<file path="src/hdl/seti_pkg.sv">
`timescale 1ns / 1ps
package seti_pkg;
   localparam int IN_W  = 27;
   localparam int CNT_W = 12;
   localparam logic [CNT_W-1:0] MAX_ITER_RST = 12'd50;

   typedef struct packed {
      logic signed [IN_W-1:0] c_re;
      logic signed [IN_W-1:0] c_im;
      logic [CNT_W-1:0]       limit;
   } job_type;

   typedef struct packed {
      logic [CNT_W-1:0] iter_count;
      logic             escaped;
   } res_type;
endpackage

</file>
<file path="src/hdl/seti_front.sv">
`timescale 1ns / 1ps
module seti_front
   import seti_pkg::*;
#(
   parameter int ITER_LIMIT = 4095
) (
   input  logic                   clock,
   input  logic                   reset,
   input  logic                   req_valid,
   output logic                   req_stall,
   input  logic signed [IN_W-1:0] req_c_re,
   input  logic signed [IN_W-1:0] req_c_im,
   input  logic [CNT_W-1:0]       max_iter,
   output logic                   q_valid,
   input  logic                   q_pop,
   output job_type                q_job
);
   // two-entry queue between the request port and the iteration engine
   localparam logic [CNT_W:0] LIM_CAP =
      (ITER_LIMIT > 4095) ? (CNT_W+1)'(4095) : (CNT_W+1)'(ITER_LIMIT);
   job_type    mem_ff [2];
   logic       wp_ff, wp_in, rp_ff, rp_in;
   logic [1:0] cnt_ff, cnt_in;
   logic       push;
   job_type    job;

   always_comb begin
      job.c_re  = req_c_re;
      job.c_im  = req_c_im;
      job.limit = ({1'b0, max_iter} > LIM_CAP) ? LIM_CAP[CNT_W-1:0] : max_iter;
   end

   assign req_stall = (cnt_ff == 2'd2);
   assign push      = req_valid && !req_stall;
   assign q_valid   = (cnt_ff != 2'd0);
   assign q_job     = mem_ff[rp_ff];
   assign wp_in     = push ? ~wp_ff : wp_ff;
   assign rp_in     = q_pop ? ~rp_ff : rp_ff;
   assign cnt_in    = cnt_ff + {1'b0, push} - {1'b0, q_pop};

   always_ff @(posedge clock) begin
      if (reset) begin
         wp_ff <= 1'b0; rp_ff <= 1'b0; cnt_ff <= 2'd0;
      end else begin
         wp_ff <= wp_in; rp_ff <= rp_in; cnt_ff <= cnt_in;
      end
      if (push) mem_ff[wp_ff] <= job;
   end
endmodule

</file>
<file path="config.mk">
export PLATFORM = sky130hd
export DESIGN_NAME = seti_front
export DESIGN_NICKNAME = d
export VERILOG_FILES = /design/src/hdl/seti_pkg.sv /design/src/hdl/seti_front.sv
export SDC_FILE = /design/constraint.sdc
export NUM_CORES = 1
export LEC_CHECK = 0
export ABC_CLOCK_PERIOD_IN_PS = 7930
export BUFFER_PORTS_ARGS = -buffer_cell sky130_fd_sc_hd__buf_2
export CAP_MARGIN = 30
export CORE_UTILIZATION = 56
export CTS_CLUSTER_DIAMETER = 30
export CTS_CLUSTER_SIZE = 14
export DETAILED_ROUTE_END_ITERATION = 6
export PLACE_DENSITY = 0.93
export RECOVER_POWER = 100
export SYNTH_ARGS = -nofsm -noshare
export SYNTH_HDL_FRONTEND = slang
export SYNTH_SLANG_ARGS = --single-unit
</file>
<file path="constraint.sdc">
create_clock -name clock -period 7.93 [get_ports clock]
set_clock_uncertainty 0.2 [all_clocks]
set_input_delay 0.3965 -clock clock [delete_from_list [all_inputs] [get_ports clock]]
set_output_delay 0.3965 -clock clock [all_outputs]
set_load 0.02 [all_outputs]
</file>
Word-level counts from Yosys, hierarchy flattened
Memories as Yosys holds them, arrays and structs flattened. A register that Yosys moved wholly into a read port is not among the register bits.
Cells that the tools add are included.
{ "totals": {"regBits": 4, "latch_bits": 0, "mem_bits_rw": 132, "romBits": 0, "inputBits": 70, "output_inout_bits": 68, "elab_cells": 16, "mem_count": 1} }
{ "mem_list": {"columns": ["memory", "words", "width", "read_ports", "rd_ports_with_merged_regs", "write_ports", "line_no", "source"], "rows": [
  ["mem_ff", 2, 66, 1, 1, 1, "seti_front.sv:21", "job_type mem_ff [2];"]
]} }
{ "op_classes": {"addsub": 2, "multipliers": 0, "n_div": 0, "n_lt_le_gt_ge": 0, "n_eq_ne": 1, "shift": 0, "mux": 4, "bitwise": 2, "reduce_logical": 3} }
{ "op_table": {"columns": ["op", "n"], "rows": [
  ["two-way mux 1 bit", 4],
  ["adder 2 x 1 -> 2 bit", 1],
  ["== test 2 bit (second input constant)", 1],
  ["NOT 1 bit", 2],
  ["nonzero test 2 bit", 1],
  ["subtractor 2 x 1 -> 2 bit", 1],
  ["logical AND 1 bit", 1],
  ["zero test 1 bit", 1]
]} }

Logic depth before layout (Yosys ltp)
Gate-level depths: netlist (run 1).
{ "depth": {"depth_word": 5, "ltp_mapped": 8, "mapped_depth_nobuf": 8} }

Least setup slack after synthesis (run 1)
Ideal clock, no wire load.
{ "synth_path": {"path_type": "register -> register", "from": "register cnt_ff[0]", "to": "memory mem_ff[0][0] (netlist bit), enable pin", "t_arrival_ns": 2.142, "slack_ns": 5.168, "stages_incl_launch_ff": 5, "path_cell_list": "dfxtp_1 nand2b_2 inv_2 or3_1 inv_1"} }
{ "synth_between": {"elab_chain_len": 5} }
{ "synth_lines": {"columns": ["item", "line_no", "source"], "rows": [
  ["from (decl)", "seti_front.sv:23", "logic [1:0] cnt_ff, cnt_in;"],
  ["from (signal assigned)", "seti_front.sv:45", "wp_ff <= wp_in; rp_ff <= rp_in; cnt_ff <= cnt_in;"],
  ["== test 2 bit", "seti_front.sv:33", "assign req_stall = (cnt_ff == 2'd2);"],
  ["named net req_stall", "seti_front.sv:10", "output logic req_stall,"],
  ["zero test 1 bit", "seti_front.sv:34", "assign push = req_valid && !req_stall;"],
  ["logical AND 1 bit", "seti_front.sv:34", null],
  ["two-way mux 1 bit", "seti_front.sv:47", "if (push) mem_ff[wp_ff] <= job;"],
  ["two-way mux 1 bit (implied by the code)", "seti_front.sv:47", null],
  ["to (decl)", "seti_front.sv:21", null]
]} }
The timed path passes the listed nets, and every way through them passes these cells.

Worst setup path in the final report (run 1)
{ "layout_path": {"from": "register cnt_ff[0]", "to": "memory mem_ff[0][35] (netlist bit), enable pin"} }
{ "layout_between": {"elab_chain_len": 5} }
{ "layout_lines": {"columns": ["item", "line_no"], "rows": [
  ["== test 2 bit", "seti_front.sv:33"],
  ["zero test 1 bit", "seti_front.sv:34"],
  ["logical AND 1 bit", "seti_front.sv:34"],
  ["two-way mux 1 bit", "seti_front.sv:47"],
  ["two-way mux 1 bit (implied by the code)", "seti_front.sv:47"]
]} }
No other way between the ends.

==> results.md, run 1 <==
- Status: finished with violations
- Failing checks: design-rule violations, max-capacitance violations, max-slew violations
- Final Hold Fails: 0
- FMAX: 0.240 GHz
- Core area: 8810 um^2
- Root buffer cell: clkbuf_8
- Xor/xnor share of the synthesized area: 0.510%
- Sequential share of the synthesized area: 78.9%
- RSZ-0062 raised after global routing: false
- P&R area growth vs syn: 36.5%
- Buffers on Ports: 137
- Die Ht: 97.9 um
- Max_cap viols: 2
- Setup TNS: 0 ps
- Detailed Route Iter0 Violations: 130
- WL final: 10700 um
- Worst vdd ir: 0.227 mV
- GRT overflow: 0
- Tmin final: 4170 ps
- Most common cell after layout, fill and taps aside: edfxtp_1
- Clk slew on worst S/H paths: 60 ps
- Area fraction in compound gates after synthesis: 0.194%
- Crit path launch type: flop
- ANT nets after route: 0
- DRC: 14
- CTS sink cnt: 137
- Power Density: 298 nW/um^2
- Post-synthesis cell type count: 20
- Worst hold path depth: 4
- Layout cells sized above 1: 25.9%
- Synth Area in Simple Gates: 0.972%
- Largest family of logic cells by synthesized area: multiplexers
- Mux cell area share after synthesis: 17.3%
- Worst Hold Launch: req_valid
- Synth Cell Area: 5150 um^2
- Cell taking the most area after synthesis: edfxtp_1
- Largest net degree at the start of global routing: 47
- Adder-cell share of the synthesized area: 0.486%
- Detailed placer's ending HPWL: 5590 um
- Worst r2r dst: mem_ff[0][35]
- CTS tree: built
- Crit path kind: reg2reg
- Post-route insts no fill: 571
- Commonest cells after routing, fill and taps aside: 132 x edfxtp_1, 91 x clkbuf_1, 69 x dlygate4sd3_1, 49 x buf_2, 28 x mux2_1
- CP Capture Type: flop
- Instance count of the mapped netlist: 230
- # setup viols final: 0
- PostCTS Resize Cnt: 0
- Power Total: 2100 uW
- Synthesized area per cell: 22.4 um^2
- Placer Congestion: 0.704
- Worst Hold Class: in2reg
- DR WL/cell: 18.8 um
- Yosys synthesis warning count: 0
- Starting density of the core: 58.5%
- Setup slack, reg-to-reg: 3760 ps
- Synth area leaders: edfxtp_1 77%, mux2_4 12%, mux2_2 5.7%, dfxtp_1 1.9%, buf_6 1.1%
- Final period util: 52.5%
- Antenna cells: 0
- Slew headroom: -51.8%
- # H-tree levels: 4
- Clock Latency Late Sink: 500 ps
- CP arrival: 4030 ps
- DP Cell Count: 471
- Via count of the routed design: 2905
- Number of global-route vias before repair: 3193
- Reg2reg start: cnt_ff[0]
- Required time worst endpoint: 7800 ps
- Die width: 97.9 um
- Pleak: 0.00256 uW
- Synthesis-stage register bit count: 137
- Crit-path max FO: 38
- First drt pass iteration count: 7
- Nets@finish: 523
- R2R cell count: 5
- Hold Path End: wp_ff
- Syn nets: 302
- First-pass GRT wire length: 16400 um
- Site row count: 34
- Initial antenna violation count: 0
- Yosys top cell area share: 77.0%
- Clock Tree Buf Depth: 2
- Vias/cell: 5.09
- I/O pins: 138
- Final max-slew violation count: 77
- Overall Global Routing Usage: 23.5%
- Total CTS buffers: 17
- Worst Tran Pin Value: 2280 ps
- Die ar.: 9580 um^2
[report_power, final]
part	total [uW]	switching (uW)	internal, uW	leakage [uW]
Sequential	944	31.2	913	0.00127
Clock	795	284	510	0.000289
Combinational	356	221	136	0.00100
Total	2100	536	1560	0.00256
[cell type report]
class	instances	area [um^2]
sequential	137	4060
fill	511	1780
timing repair buffer	209	1300
multi-input combinational	82	913
clock buffer	20	425
clock inverter	11	173
tap	108	135
inverter	4	15.0
[sequential cells by signal, indices dropped and copies added, names as in the netlist, named ones only]
name    count
rp_ff       1
mem_ff    132
cnt_ff      2
wp_ff       1
[worst max path at each step]
| stage | depth (start not counted) | slack, ps | from | end |
|---|---|---|---|---|
| after global routing | 5 | 3500 | cnt_ff[0] | mem_ff[0][4] |
| after CTS | 3 | 5320 | flop | q_job[2] |
| final | 5 | 3760 | cnt_ff[0] | mem_ff[0][35] |
| after floorplan | 4 | 5170 | cnt_ff[0] | mem_ff[0][0] |
| after global placement | 5 | 5400 | req_valid | mem_ff[0][37] |
| after detailed placement | 5 | 5340 | req_valid | mem_ff[0][14] |
[layer usage]
metal	share of wire (%)	global-route usage [%]
met2	55	42.9
met1	38	26.3
met5	0	0
met3	5.9	7.30
met4	0.70	6.76
[stage by stage]
stage	util, %	setup WS (ps)	area (um^2)	hold slack (ps)
after floorplan	-	5170	5150	251
after global placement	67.3	5400	5920	276
after detailed placement	67.6	5340	5950	276
after CTS	82.2	5320	7240	75.6
after global routing	79.8	3500	7030	127
final	79.8	3760	7030	123
[kinds of logic after synthesis]
kind of cell               Yosys count
AOI/OAI and AO/OA                    2
muxes                               66
adders and majority gates            2
DFF                                137
buffers and inverters               11
xor gates and xnor gates             3
and+or+nand+nor                      9
[critical path, cell delays in order, from the launching register on]
cell      delay, ps
dfxtp_1         380
nand2b_2        170
inv_1            70
or3_1           350
inv_1           840
clkbuf_1       1690
[cells in the mapped netlist, drive strengths merged]
master  instances
nor2            3
xnor2           2
or2             1
o21ai           1
and3            1
ha              2
nand2           1
dfxtp           5
a21oi           1
edfxtp        132
or3             1
buf             7
xor2            1
inv             4
nor2b           1
mux2           66
nand2b          1
[what timing repair did]
| item | 4_1_cts | 5_1_grt |
|---|---|---|
| endpoints found under the hold margin | 137 | 0 |
| endpoints found under the setup margin | 0 | 0 |
| hold buffers | 69 | 0 |
| buffers inserted | 0 | 0 |
Note: power is estimated with default switching activity, not from simulation.
==> inputs of run 2 (changes only) <==
--- a/config.mk
+++ b/config.mk
@@ -5,14 +5,14 @@
 export SDC_FILE = /design/constraint.sdc
 export NUM_CORES = 1
 export LEC_CHECK = 0
-export ABC_CLOCK_PERIOD_IN_PS = 7930
+export ABC_CLOCK_PERIOD_IN_PS = 3800
 export BUFFER_PORTS_ARGS = -buffer_cell sky130_fd_sc_hd__buf_2
 export CAP_MARGIN = 30
-export CORE_UTILIZATION = 56
+export CORE_UTILIZATION = 47
 export CTS_CLUSTER_DIAMETER = 30
 export CTS_CLUSTER_SIZE = 14
 export DETAILED_ROUTE_END_ITERATION = 6
-export PLACE_DENSITY = 0.93
+export PLACE_DENSITY = 0.84
 export RECOVER_POWER = 100
 export SYNTH_ARGS = -nofsm -noshare
 export SYNTH_HDL_FRONTEND = slang
==> constraint.sdc (replaced) <==
create_clock -name clock -period 3.8 [get_ports clock]
set_clock_uncertainty 0.2 [all_clocks]
set_input_delay 0.19 -clock clock [delete_from_list [all_inputs] [get_ports clock]]
set_output_delay 0.19 -clock clock [all_outputs]
set_load 0.02 [all_outputs]
==> results.md, run 2 (synthesis results as in run 1) <==
- Status: finished with violations
- Failing checks: max-capacitance violations, max-slew violations
- Power Total: 4320 uW (+110%)
- Final worst setup slack: 1030 ps (-2740 ps)
- Buffers on Ports: 137 (unchanged)
- CP max stage cell: dfxtp_1
- Max FFs per register: 132 (unchanged)
- Worst vdd ir: 0.333 mV (+47%)
- Layout cells sized above 1: 25.8% (-0.17 points)
- Detailed Route Iter0 Violations: 94 (-28%)
- # Post-CTS Setup Buffers: 0 (unchanged)
- DR WL/cell: 15.6 um (-17%)
- Clock Tree Buf Depth: 2 (unchanged)
- Crit path kind: reg2out
- Core area: 10500 um^2 (+19%)
- Largest regs: mem_ff (132), cnt_ff (2)
- Crit path launch type: flop
- I/O pins: 138 (unchanged)
- GRT overflow: 0 (unchanged)
- Final Hold Fails: 0 (unchanged)
- Initial antenna violation count: 0 (unchanged)
- Via count of the routed design: 2845 (-2.1%)
- Vias/cell: 4.73 (-7.1%)
- # H-tree levels: 4 (unchanged)
- Site row count: 37 (+8.8%)
- Number of global-route vias before repair: 3110 (-2.6%)
- # setup viols final: 0 (unchanged)
- P&R area growth vs syn: 37.4%
- First drt pass iteration count: 4 (-3)
- Largest net degree at the start of global routing: 67 (+43%)
- Clk slew on worst S/H paths: 60 ps (about the same)
- WL final: 9410 um (-12%)
- CP peak stage delay: 930 ps (-760 ps)
- Hold Buf Count CTS: 71 (+2.9%)
- CP arrival: 2380 ps (-1650 ps)
- Overall Global Routing Usage: 17.5% (-6.0 points)
- DRC: 0 (-14)
- Clock Latency Late Sink: 500 ps (about the same)
- Filler cells: 781 (+53%)
- Detailed placer's ending HPWL: 5560 um (-0.59%)
- Max_cap viols: 1 (-1)
- Root buffer cell: clkbuf_8
- Commonest cells after routing, fill and taps aside: 132 x edfxtp_1, 94 x clkbuf_1, 71 x dlygate4sd3_1, 41 x buf_2, 26 x mux2_2
- Worst slack at placement: 1770 ps (-3570 ps)
- Most common cell after layout, fill and taps aside: edfxtp_1
- PostCTS Resize Cnt: 0 (unchanged)
- Pleak: 0.00255 uW (-0.46%)
- Die Ht: 107 um (+9.0%)
- CP Capture Type: primary output
- Die width: 107 um (+9.0%)
- Setup TNS: 0 ps (unchanged)
- Final max-slew violation count: 67 (-13%)
- Antenna cells: 0 (unchanged)
- Required time worst endpoint: 3410 ps (-4390 ps)
- Most flop-heavy register: mem_ff
- Tmin final: 2770 ps
- Slew headroom: -4.73% (+47 points)
- Die ar.: 11400 um^2 (+19%)
- Starting density of the core: 49.2% (-9.3 points)
- Crit-path max FO: 49 (+29%)
- Worst path top cell family by delay: flip-flops
- FMAX: 0.360 GHz
- Final period util: 73.0%
- CTS tree: built
- Nets@finish: 525 (+0.38%)
- ANT nets after route: 0 (unchanged)
- Worst Tran Pin Value: 1570 ps (-706 ps)
- CTS sink cnt: 137 (unchanged)
- Worst Hold Class: in2reg
- Critical-path cell list: buf_16 > mux2_1 > buf_2
- First-pass GRT wire length: 14700 um (-11%)
- Power Density: 611 nW/um^2 (+100%)
- Total CTS buffers: 17 (unchanged)
- Placer Congestion: 0.683 (-3.0%)
- CP bufs+invs: 2 (-1)
- RSZ-0062 raised after global routing: false
-- run 2: cell type report --
| type | instances | area (um^2) | share of cell area (%) |
|---|---|---|---|
| well taps | 136 | 170 | 2.40 |
| clock inverters | 13 | 178 | 2.51 |
| multi-input cells | 82 | 911 | 12.9 |
| repair buffers | 211 | 1320 | 18.6 |
| inverters | 4 | 15.0 | 0.212 |
| clock buffers | 19 | 422 | 5.96 |
| flip-flops and latches | 137 | 4060 | 57.4 |
-- run 2: path summary, 6_finish.rpt --
path,cells past startpoint,end,slack (ps),startpoint
max,3,q_job[54],1030,flop
min reg2reg,2,wp_ff,300,wp_ff
max reg2reg,5,mem_ff[0][47],1260,cnt_ff[0]
min,2,mem_ff[1][22],210,req_c_im[10]
-- run 2: metrics by stage --
step	std cells	hold slack, ps	instance area [um^2]	utilization, %
CTS	602	177	7300	69.8
finish	602	209	7080	67.7
detailed placement	499	181	5990	57.2
global placement	498	177	5960	57.0
floorplan	230	59.1	5150	-
global route	602	175	7080	67.7
-- run 2: per-layer routing --
layer | part of all wire, % | track usage (%)
met5 | 0 | 0
met4 | 1.2 | 7.14
met3 | 5.1 | 4.92
met2 | 52 | 31.2
met1 | 42 | 19.7
-- run 2: power breakdown --
part	leakage [uW]	switching [uW]	internal, uW
registers	0.00127	55.4	1900
logic	0.000995	449	284
clock network	0.000283	574	1060
total	0.00255	1080	3240
